[src/rtl/tva_pkg.sv]
// shared types, constants and state codes for the tree vigor allocation block
package tva_pkg;

  localparam int unsigned MaxModules = 64;
  localparam int unsigned IdxW       = 6;
  localparam int unsigned CntW       = 7;
  localparam int unsigned LightW     = 16;
  localparam int unsigned SumW       = 22;
  localparam int unsigned LamW       = 17;
  localparam int unsigned CwW        = LamW + SumW;     // weight times subtree
  localparam int unsigned DenW       = CwW + IdxW;      // sum over up to 63 children
  localparam int unsigned ProdW      = SumW + CwW;      // vigor times weighted subtree
  localparam int unsigned CwLoW      = 20;
  localparam int unsigned CwHiW      = CwW - CwLoW;
  localparam int unsigned InfoW      = 1 + IdxW + 1 + LightW;

  localparam logic [SumW-1:0] SumMax = {SumW{1'b1}};
  localparam logic [LamW-1:0] OneQ16 = LamW'(65536);

  typedef enum logic [1:0] {
    REG_ROOT_VIGOR_MAX = 2'd0,
    REG_APICAL         = 2'd1,
    REG_APICAL_MATURE  = 2'd2,
    REG_FLOWERING      = 2'd3
  } tva_reg_e;

  // one loaded module after classification
  typedef struct packed {
    logic [IdxW-1:0]   idx;
    logic              store;
    logic              pvalid;
    logic [IdxW-1:0]   par;
    logic              main;
    logic [LightW-1:0] light;
    logic              last;
  } tva_item_t;

  typedef struct packed {
    logic              pvalid;
    logic [IdxW-1:0]   par;
    logic              main;
    logic [LightW-1:0] light;
  } tva_info_t;

  typedef enum logic [4:0] {
    ST_LOAD,
    ST_INIT_RD,
    ST_INIT_WR,
    ST_UP_RD,
    ST_UP_PAR,
    ST_UP_WR,
    ST_DEN_RD,
    ST_DEN_MUL,
    ST_DEN_WR,
    ST_ROOT_RD,
    ST_ROOT_WR,
    ST_VIG_RD,
    ST_VIG_MUL,
    ST_VIG_LO,
    ST_VIG_HI,
    ST_VIG_DIV,
    ST_VIG_WR,
    ST_EMIT_RD,
    ST_EMIT_CAP
  } tva_state_e;

endpackage

[src/rtl/tva_front.sv]
// input front end: numbers incoming modules and classifies their parent link
module tva_front (
  input  logic                    clk_i,
  input  logic                    rst_ni,
  input  logic                    in_valid_i,
  input  logic                    has_parent_i,
  input  logic [tva_pkg::IdxW-1:0]   parent_index_i,
  input  logic                    is_main_i,
  input  logic [tva_pkg::LightW-1:0] local_light_i,
  input  logic                    last_i,
  input  logic                    q_full_i,
  output logic                    in_ready_o,
  output logic                    push_o,
  output tva_pkg::tva_item_t      item_o
);
  import tva_pkg::*;

  logic [CntW-1:0] count_q, count_d;
  logic            store;

  assign in_ready_o = !q_full_i;
  assign push_o     = in_valid_i && !q_full_i;
  assign store      = !count_q[CntW-1];

  always_comb begin
    item_o.idx    = count_q[IdxW-1:0];
    item_o.store  = store;
    // a parent that is not earlier in load order makes the module a root
    item_o.pvalid = has_parent_i && ({1'b0, parent_index_i} < count_q);
    item_o.par    = parent_index_i;
    item_o.main   = is_main_i;
    item_o.light  = local_light_i;
    item_o.last   = last_i;
    count_d = count_q;
    if (push_o) begin
      if (last_i) begin
        count_d = '0;
      end else if (store) begin
        count_d = count_q + CntW'(1);
      end
    end
  end

  always_ff @(posedge clk_i or negedge rst_ni) begin
    if (!rst_ni) begin
      count_q <= '0;
    end else begin
      count_q <= count_d;
    end
  end

endmodule

[config.mk]
export PLATFORM = sky130hd
export DESIGN_NAME = tva_front
export DESIGN_NICKNAME = d
export VERILOG_FILES = /design/src/rtl/tva_pkg.sv /design/src/rtl/tva_front.sv
export SDC_FILE = /design/constraint.sdc
export NUM_CORES = 1
export LEC_CHECK = 0
export BUFFER_PORTS_ARGS = -buffer_cell sky130_fd_sc_hd__buf_2
export CAP_MARGIN = 20
export CORE_ASPECT_RATIO = 0.7
export CORE_MARGIN = 8
export CORE_UTILIZATION = 39
export DETAILED_ROUTE_END_ITERATION = 12
export HOLD_SLACK_MARGIN = 0.15
export PLACE_DENSITY = 0.8
export SETUP_SLACK_MARGIN = 0.2
export SLEW_MARGIN = 20
export SYNTH_ARGS = -nofsm -noshare
export SYNTH_HDL_FRONTEND = slang
export SYNTH_SLANG_ARGS = --single-unit
[constraint.sdc]
create_clock -name clk_i -period 1.59 [get_ports clk_i]
set_input_delay 0.2385 -clock clk_i [delete_from_list [all_inputs] [get_ports clk_i]]
set_output_delay 0.2385 -clock clk_i [all_outputs]
set_load 0.01 [all_outputs]
==> impl_metrics.toml <==
[yosys]
syn_avg_cell_area_um2 = 9.032
synth-adder-area-share_pct = 9.554
synth_compound_area_share_pct = 13.69
ys_top_cells_by_area = "buf_4 (30%), dfrtp_1 (22%), ha_1 (9.6%), nand4b_4 (3.0%), inv_1 (2.9%)"
ys.flop_type = "dfrtp_1"
async_flop_share_pct = 100.0
synthCells = 87
synth_top_area_share_pct = 29.62
ys_seq_elements = 7
synthXorXnorAreaFrac_pct = 0
syn-cell-area_um2 = 785.8
synth_area_leader_cell = "buf_4"
syn_nets = 122
yosysSeqAreaShare_pct = 22.29
synth_mux_area_share_pct = 1.433
synthDistinctLibCells = 29
yosys_warnings = 0
synth_edf_count = 0
synth_simple_gate_area_share_pct = 17.04
synth_top_family_by_area = "buffers and inverters"

[power_and_ir_drop]
p_sw_share_pct = 33.22
combPwrFrac_pct = 34.1
p_int_uw = 380.6
peakVddDrop_uv = 367.0
p_seq_share_pct = 36.1
p_per_area_nw_per_um2 = 661.2
power.share.clock_pct = 29.8
p_sw_uw = 189.3
p_leak_uw = 0.0004456

[cells_and_area]
drive_above_1_share_pct = 59.79
nFillCells = 192
top_register = "count_q"
postLayoutCellArea_um2 = 862.1
layout.nets = 133
n_antenna_cell = 0
area.growth.synth_to_final_pct = 9.713
reg_top3 = "count_q: 7 flops"
largest_reg_flops = 7
fin_util_pct = 45.69

[timing]
clock.fmax_mhz = 614.2
rsz0062_at_grt = "yes"
fin_skew_ns = 0.007400
final-setup-viol-count = 1
relSlewSlack_pct = 82.07
setup_tns_ns = -0.03814
setup_slack_ns = -0.03814
maxSlewViolCount = 0
final_hold_viol_count = 0
min_period_over_period_pct = 102.4
final.min_clock_period_ns = 1.628
tightest_slew_ns = 0.2654

[die]
die_width_um = 69.65
start_util_pct = 41.64
ios = 63
die_area_um2 = 3730
die_h_um = 53.56
rows = 13
fp.coreArea_um2 = 1887

[routing]
drc = 0
wl_mm = 1.833
drt.antenna.violating_nets = 0
vias_per_cell = 5.370
first_pass_iters = 4
wire_per_inst_um = 15.40
drt_iter0_markers = 15
via_count = 639

[grt]
grt_start_max_net_pins = 8
antenna_found_initial = 0
grt_overflow = 0
grt_pass1_wl_mm = 2.787
grt_pass1_vias = 619
groute.usage.overall_pct = 9.590

[cts]
clockBufferDepth = 2
numCtsBuffers = 3
cts_tree = "done"
cts_htree_levels = 1
cts_root_buf = "clkbuf_4"
clock_sinks = 7
clkTransAtPathRegs_ns = 0.06
insertion_delay_ns = 0.26

[place]
gp_congestion = 0.7990
io_buffers = 28
place_area_um2 = 735.7

[min_path]
hold_path_class = "input port to async pin"

[critical_path]
worstSetupPathType = "flip-flop to primary output"
path_max_fanout = 3
worstPathArrival_ns = 1.39
cp-end-kind = "primary output"
r2r_slack_ns = 0.25
required_ns = 1.35
worstSetupStartpointType = "flip-flop"

[flow_run]
maxCapViolations = 0

[status]
violations = "negative setup slack"
status = "finished, violations left"
[power groups by stage]
stage	clock, uW	combinational [uW]	sequential, uW
3_3_place_gp	0	168	207
2_1_floorplan	0	158	216
4_1_cts	173	192	206
5_1_grt	182	213	208
3_5_place_dp	0	177	208
6_report	170	194	206
[worst paths after layout]
check,startpoint,endpoint,cells past startpoint
max,count_q[5],item_o[24],5
min,rst_ni,count_q[0],2
max reg2reg,count_q[0],count_q[4],4
min reg2reg,count_q[4],count_q[4],2
max in group asynchronous,rst_ni,count_q[2],2
min in group clk_i,last_i,count_q[4],4
[area by class of cell]
cell class	instances	area (um^2)	area share, %
Multi-Input combinational cell	39	376.6	43.69
Clock buffer	4	26.28	3.048
Sequential cell	7	175.2	20.32
Tap cell	22	27.53	3.193
Timing Repair Buffer	38	217.7	25.25
Inverter	9	38.79	4.499
[worst max-delay path, stage by stage (launching register included)]
cell and delay [ns]:
dfrtp_1 0.39, inv_2 0.08, ha_4 0.20, and4_1 0.20
a21oi_2 0.12, buf_2 0.14
[cells by family (layout without fill, tap and decap cells)]
group,after synthesis,count (layout)
mux,1,1
flops,7,7
fa+ha+maj,6,6
compound gates,16,16
buf+inv,41,51
simple gates,16,16
[per-stage QoR]
step	std cells	hold slack [ns]	total power, uW	setup WS, ns
floorplan	87	-0.05709	374.2	0.2095
global placement	108	0.08372	375.1	0.1462
detailed placement	108	0.08377	384.9	0.1101
CTS	118	0.3382	571.0	-0.04437
global route	119	0.3671	603.0	-0.1118
finish	119	0.3373	570.0	-0.03814
[synth_stat cells, types with 2 or more instances]
cell type,n
inv_2,2
nand2_1,2
dfrtp_1,7
a22o_1,2
a21oi_1,4
inv_1,6
ha_1,6
o311ai_1,2
nor2b_1,2
o21ai_1,4
buf_4,31
o41ai_1,2
[layer usage]
| layer | vias to the layer above | track usage (%) | wire length (um) |
|---|---|---|---|
| li1 | 294 | - | - |
| met1 | 308 | 9.454 | 760 |
| met2 | 23 | 15.57 | 815 |
| met3 | 14 | 4.954 | 192 |
| met4 | 0 | 7.973 | 65 |
| met5 | - | 0 | 0 |
[cell usage in the layout, fill, tap and decap left out, drive strengths merged, types with 2 or more instances in the layout]
cell / count
inv: 8
nor2b: 2
o41ai: 2
nand2: 3
nand4b: 2
a22o: 2
ha: 6
buf: 37
o21ai: 4
o311ai: 2
a21oi: 4
clkbuf: 4
dfrtp: 7
[repair_timing]
item	4_1_cts	5_1_grt
hold buffers	1	0
resized for setup	8	1
endpoints found under the hold margin	7	0
endpoints found under the setup margin	1	1
setup buffers	5	1
pin swaps	3	0
No activity file was read; power rests on OpenSTA's default activity.
