File: src/rtl/tva_pkg.sv
// shared types, constants and state codes for the tree vigor allocation block
package tva_pkg;

  localparam int unsigned MaxModules = 64;
  localparam int unsigned IdxW       = 6;
  localparam int unsigned CntW       = 7;
  localparam int unsigned LightW     = 16;
  localparam int unsigned SumW       = 22;
  localparam int unsigned LamW       = 17;
  localparam int unsigned CwW        = LamW + SumW;     // weight times subtree
  localparam int unsigned DenW       = CwW + IdxW;      // sum over up to 63 children
  localparam int unsigned ProdW      = SumW + CwW;      // vigor times weighted subtree
  localparam int unsigned CwLoW      = 20;
  localparam int unsigned CwHiW      = CwW - CwLoW;
  localparam int unsigned InfoW      = 1 + IdxW + 1 + LightW;

  localparam logic [SumW-1:0] SumMax = {SumW{1'b1}};
  localparam logic [LamW-1:0] OneQ16 = LamW'(65536);

  typedef enum logic [1:0] {
    REG_ROOT_VIGOR_MAX = 2'd0,
    REG_APICAL         = 2'd1,
    REG_APICAL_MATURE  = 2'd2,
    REG_FLOWERING      = 2'd3
  } tva_reg_e;

  // one loaded module after classification
  typedef struct packed {
    logic [IdxW-1:0]   idx;
    logic              store;
    logic              pvalid;
    logic [IdxW-1:0]   par;
    logic              main;
    logic [LightW-1:0] light;
    logic              last;
  } tva_item_t;

  typedef struct packed {
    logic              pvalid;
    logic [IdxW-1:0]   par;
    logic              main;
    logic [LightW-1:0] light;
  } tva_info_t;

  typedef enum logic [4:0] {
    ST_LOAD,
    ST_INIT_RD,
    ST_INIT_WR,
    ST_UP_RD,
    ST_UP_PAR,
    ST_UP_WR,
    ST_DEN_RD,
    ST_DEN_MUL,
    ST_DEN_WR,
    ST_ROOT_RD,
    ST_ROOT_WR,
    ST_VIG_RD,
    ST_VIG_MUL,
    ST_VIG_LO,
    ST_VIG_HI,
    ST_VIG_DIV,
    ST_VIG_WR,
    ST_EMIT_RD,
    ST_EMIT_CAP
  } tva_state_e;

endpackage

File: src/rtl/tva_queue.sv
// short queue between the front end and the compute sequencer
module tva_queue (
  input  logic               clk_i,
  input  logic               rst_ni,
  input  logic               push_i,
  input  tva_pkg::tva_item_t push_data_i,
  input  logic               pop_i,
  output logic               full_o,
  output logic               valid_o,
  output tva_pkg::tva_item_t pop_data_o
);
  import tva_pkg::*;

  tva_item_t  slot_q [4];
  logic [1:0] wr_q, rd_q;
  logic [2:0] fill_q;
  logic       do_pop;

  assign full_o     = fill_q[2];
  assign valid_o    = fill_q != 3'd0;
  assign pop_data_o = slot_q[rd_q];
  assign do_pop     = pop_i && valid_o;

  always_ff @(posedge clk_i) begin
    if (push_i) begin
      slot_q[wr_q] <= push_data_i;
    end
  end

  always_ff @(posedge clk_i or negedge rst_ni) begin
    if (!rst_ni) begin
      wr_q   <= '0;
      rd_q   <= '0;
      fill_q <= '0;
    end else begin
      if (push_i) begin
        wr_q <= wr_q + 2'd1;
      end
      if (do_pop) begin
        rd_q <= rd_q + 2'd1;
      end
      fill_q <= fill_q + 3'(push_i) - 3'(do_pop);
    end
  end

endmodule

File: config.mk
export PLATFORM = sky130hd
export DESIGN_NAME = tva_queue
export DESIGN_NICKNAME = d
export VERILOG_FILES = /design/src/rtl/tva_pkg.sv /design/src/rtl/tva_queue.sv
export SDC_FILE = /design/constraint.sdc
export NUM_CORES = 1
export LEC_CHECK = 0
export BUFFER_PORTS_ARGS = -buffer_cell sky130_fd_sc_hd__buf_2
export CAP_MARGIN = 10
export CORE_MARGIN = 3
export CORE_UTILIZATION = 45
export CTS_BUF_LIST = sky130_fd_sc_hd__clkbuf_8
export DETAILED_ROUTE_END_ITERATION = 10
export GPL_TIMING_DRIVEN = 0
export PLACE_DENSITY = 0.67
export SLEW_MARGIN = 20
export SYNTH_ARGS = -nofsm -noshare
export SYNTH_HDL_FRONTEND = slang
export SYNTH_SLANG_ARGS = --single-unit
File: constraint.sdc
create_clock -name clk_i -period 1.88 [get_ports clk_i]
set_input_delay 0.376 -clock clk_i [delete_from_list [all_inputs] [get_ports clk_i]]
set_output_delay 0.376 -clock clk_i [all_outputs]
set_load 0.01 [all_outputs]
==> run_results.csv <==
group,metric,value,unit
run_status,outcome,"finished, violations left",
run_status,failed_checks,"setup timing",
timing,hold_viol_final,0,
grt,number_of_global_route_vias_before_repair,2482,
min_path,hold_path_startpoint,"push_data_i[22]",
grt,maximum_number_of_pins_on_one_net_before_global_route_repair,22,
detailed_routing,detailroute.via_count,2311,
detailed_routing,initialDrtViolationCount,93,
worst_setup_path,cp_data_required_time,1.50,ns
floorplan,rows,38,
power_and_ir_drop,switchingPower,2750,uW
power_and_ir_drop,leakage,0.00227,uW
grt,grt_antenna_before_repair,0,
layout,most-common-layout-cells,"edfxtp_1 (128), buf_2 (46), mux4_2 (32)",
layout,num_antenna_cells,0,
grt,final_global_route_overflow_total,0,
timing,setup_repair_after_global_routing_missed_its_margin,"true",
min_path,hold-path-cell-count,1,
timing,timing.final.setup_violations,33,
clock_network,number_of_clock_sinks_seen_by_cts,135,
timing,max-slew-margin-rel,67.9,%
layout,layout_commonest_cell,"edfxtp_1",
grt,grt.total_usage,14.6,%
worst_setup_path,crit-reg2reg-launch,"fill_q[0]",
timing,timing.final.max_slew_violations,0,
yosys,synthesized_netlist_cell_count,202,
detailed_routing,remaining_drc_errors,0,
placed_design,port_buffers,69,
min_path,min-delay-path-class,"in2reg",
yosys,syn-num-nets,245,
worst_setup_path,worst_ep_arrival_time,1.76,ns
power_and_ir_drop,switching_share,26.5,%
clock_network,tritoncts,"built",
placed_design,last_weighted_congestion_value_of_the_routability_driven_placer,0.631,
yosys,syn_area,5060,um2
floorplan,placeable_core_area,10900,um2
timing,tightest_slew,0.481,ns
detailed_routing,post_drt_wl_per_cell,18.6,um
clock_network,max-clock-path-buffers,2,
worst_setup_path,worst-r2r-cell-count,7,
power_and_ir_drop,finalPower,10400,uW
worst_setup_path,r2r_slack,-0.09,ns
clock_network,cts_bufs_inserted,17,
layout,fin_nets,346,
detailed_routing,drt_wl_total,8460,um
power_and_ir_drop,ir_worst_vdd,0.000835,V
yosys,synth_largest_area_cell,"edfxtp_1",
grt,grt_pass1_wl,13300,um
timing,finalClockSkew,0.00948,ns
timing,timing.final.ws_setup,-0.252,ns
power_and_ir_drop,power.density_cell_area,1630,nW/um2
floorplan,fp.dieArea,12600,um2
timing,post-route-period-util,113,%
yosys,syn_area_per_cell,25.1,um2
detailed_routing,drtPass1Iterations,4,
timing,hold_ws,0.167,ns
power_and_ir_drop,pwr-share-clk,25.6,%
yosys,synth.top_cell.area_share,75.9,%
min_path,timing.hold.worst_endpoint,"slot_q[1][22]",
layout,syn2layout_area_growth,25.9,%
worst_setup_path,timing.critical_path.fanout_max,10,
yosys,synth.yosys.seq_area_share,79.4,%
job,cap_viol_max_count,0,
yosys,synthTopCellsByArea,"edfxtp_1 (76%), mux4_2 (12%), dfrtp_1 (3.5%), mux4_1 (2.1%), ha_1 (1.5%)",
worst_setup_path,critPathCaptureType,"output pin",
clock_network,htree_levels,4,
clock_network,cts_root_buffer,"clkbuf_8",
detailed_routing,postRouteAntennaNets,0,
floorplan,die-height,112,um
clock_network,worstSkewPairLatency,0.42,ns
floorplan,number_of_ports_placed_on_the_die_boundary,70,
floorplan,floorplan.initialDensity,46.3,%
worst_setup_path,crit-reg2reg-capture,"fill_q[2]",
worst_setup_path,crit_path_kind,"reg2out",
layout,filler_cells_inserted,808,
power_and_ir_drop,part_of_the_total_power_dissipated_in_sequential_elements,39.7,%
clock_network,clk_pin_slew,0.07,ns
power_and_ir_drop,comb_power_share,34.7,%
yosys,yosysUniqueCellTypes,19,
detailed_routing,drt-vias-per-instance,5.09,
floorplan,die_width,112,um
yosys,ys_seq_elements,135,
timing,period_minus_slack,2.13,ns
timing,fmax,469,MHz
worst_setup_path,critical_path.startpoint_type,"flip-flop",
layout,drive_above_1_share,49.4,%
layout,finalCoreUtilization,58.3,%
yosys,yosys_warnings,0,
placed_design,dp_worst_setup_slack,-0.0883,ns
power_and_ir_drop,p_int,7620,uW
placed_design,detailedPlacementHpwl,5310,um
[logic make-up after synthesis]
kind of cell / share of synthesized area, %
xor gates and xnor gates: 0.865
muxes: 14.5
and+or+nand+nor: 0.692
buffers and inverters: 2.22
DFF: 79.4
adders and majority gates: 1.88
AOI/OAI and AO/OA: 0.445
[Yosys cell counts, drive strengths merged]
cell and n:
and2 4, buf 7, clkbuf 1, dfrtp 7, edfxtp 128, fa 1, ha 6, inv 6
mux4 32, nand2 1, o21ai 1, o311ai 1, o31a 1, or3 1, xnor2 3, xor2 2
[layer usage]
metal | track usage (%) | routed length, um | share of wire (%)
met5 | 0 | 0 | 0
met4 | 5.53 | 82 | 0.97
met3 | 5.82 | 473 | 5.6
met2 | 24.5 | 4540 | 54
met1 | 17.1 | 3360 | 40
[registers in the layout (all words and copies together) (netlist names)]
signal and cells:
fill_q 3, slot_q 128, rd_q 2, wr_q 2
[worst max-delay path by stage]
| stage | slack (ns) | endpoint | depth (start not counted) | startpoint |
|---|---|---|---|---|
| 2_1_floorplan | -0.05 | fill_q[2] | 7 | fill_q[2] |
| 3_3_place_gp | -0.51 | slot_q[0][13] | 3 | wr_q[0] |
| 3_5_place_dp | -0.09 | fill_q[2] | 7 | fill_q[2] |
| 4_1_cts | -0.31 | pop_data_o[5] | 4 | rd_q[0] |
| 5_1_grt | -0.35 | pop_data_o[16] | 4 | rd_q[0] |
| 6_report | -0.25 | pop_data_o[6] | 4 | rd_q[0] |
[repair_timing]
item / 4_1_cts / 5_1_grt
hold buffers: 1 / 0
setup buffers: 8 / 3
resized for setup: 23 / 13
setup endpoints to repair: 33 / 34
endpoints found under the hold margin: 7 / 0
pin swaps: 2 / 3
[power by group through the flow]
stage	combinational [uW]	clock, uW	sequential (uW)
after global placement	2830	0	4160
after CTS	3500	2720	4120
after floorplan	1940	0	4140
after detailed placement	3040	0	4170
after global routing	3870	2840	4170
final	3600	2660	4120
[through the flow]
step                      instances  cell area [um2]  setup TNS [ns]
after floorplan                 202             5070         -0.0459
after global placement          411             5590          -60.63
after detailed placement        415             5700         -0.0883
after CTS                       453             6310           -8.74
after global routing            454             6370          -10.32
final                           454             6370           -7.29
[layout make-up]
cell class | instances | area, um2 | share of cell area (%)
sequential | 135 | 4020 | 63.1
timing repair buffer | 83 | 684 | 10.7
clock buffer | 17 | 234 | 3.67
clock inverter | 13 | 210 | 3.30
tap | 140 | 175 | 2.75
inverter | 6 | 22.5 | 0.353
buffer | 7 | 93.8 | 1.47
multi-input combinational | 53 | 935 | 14.7
[critical path, stage by stage (launching register included)]
cell	delay, ns
dfrtp_1	0.34
buf_6	0.15
buf_12	0.16
mux4_2	0.52
buf_2	0.16
(Power assumes the default switching activity.)
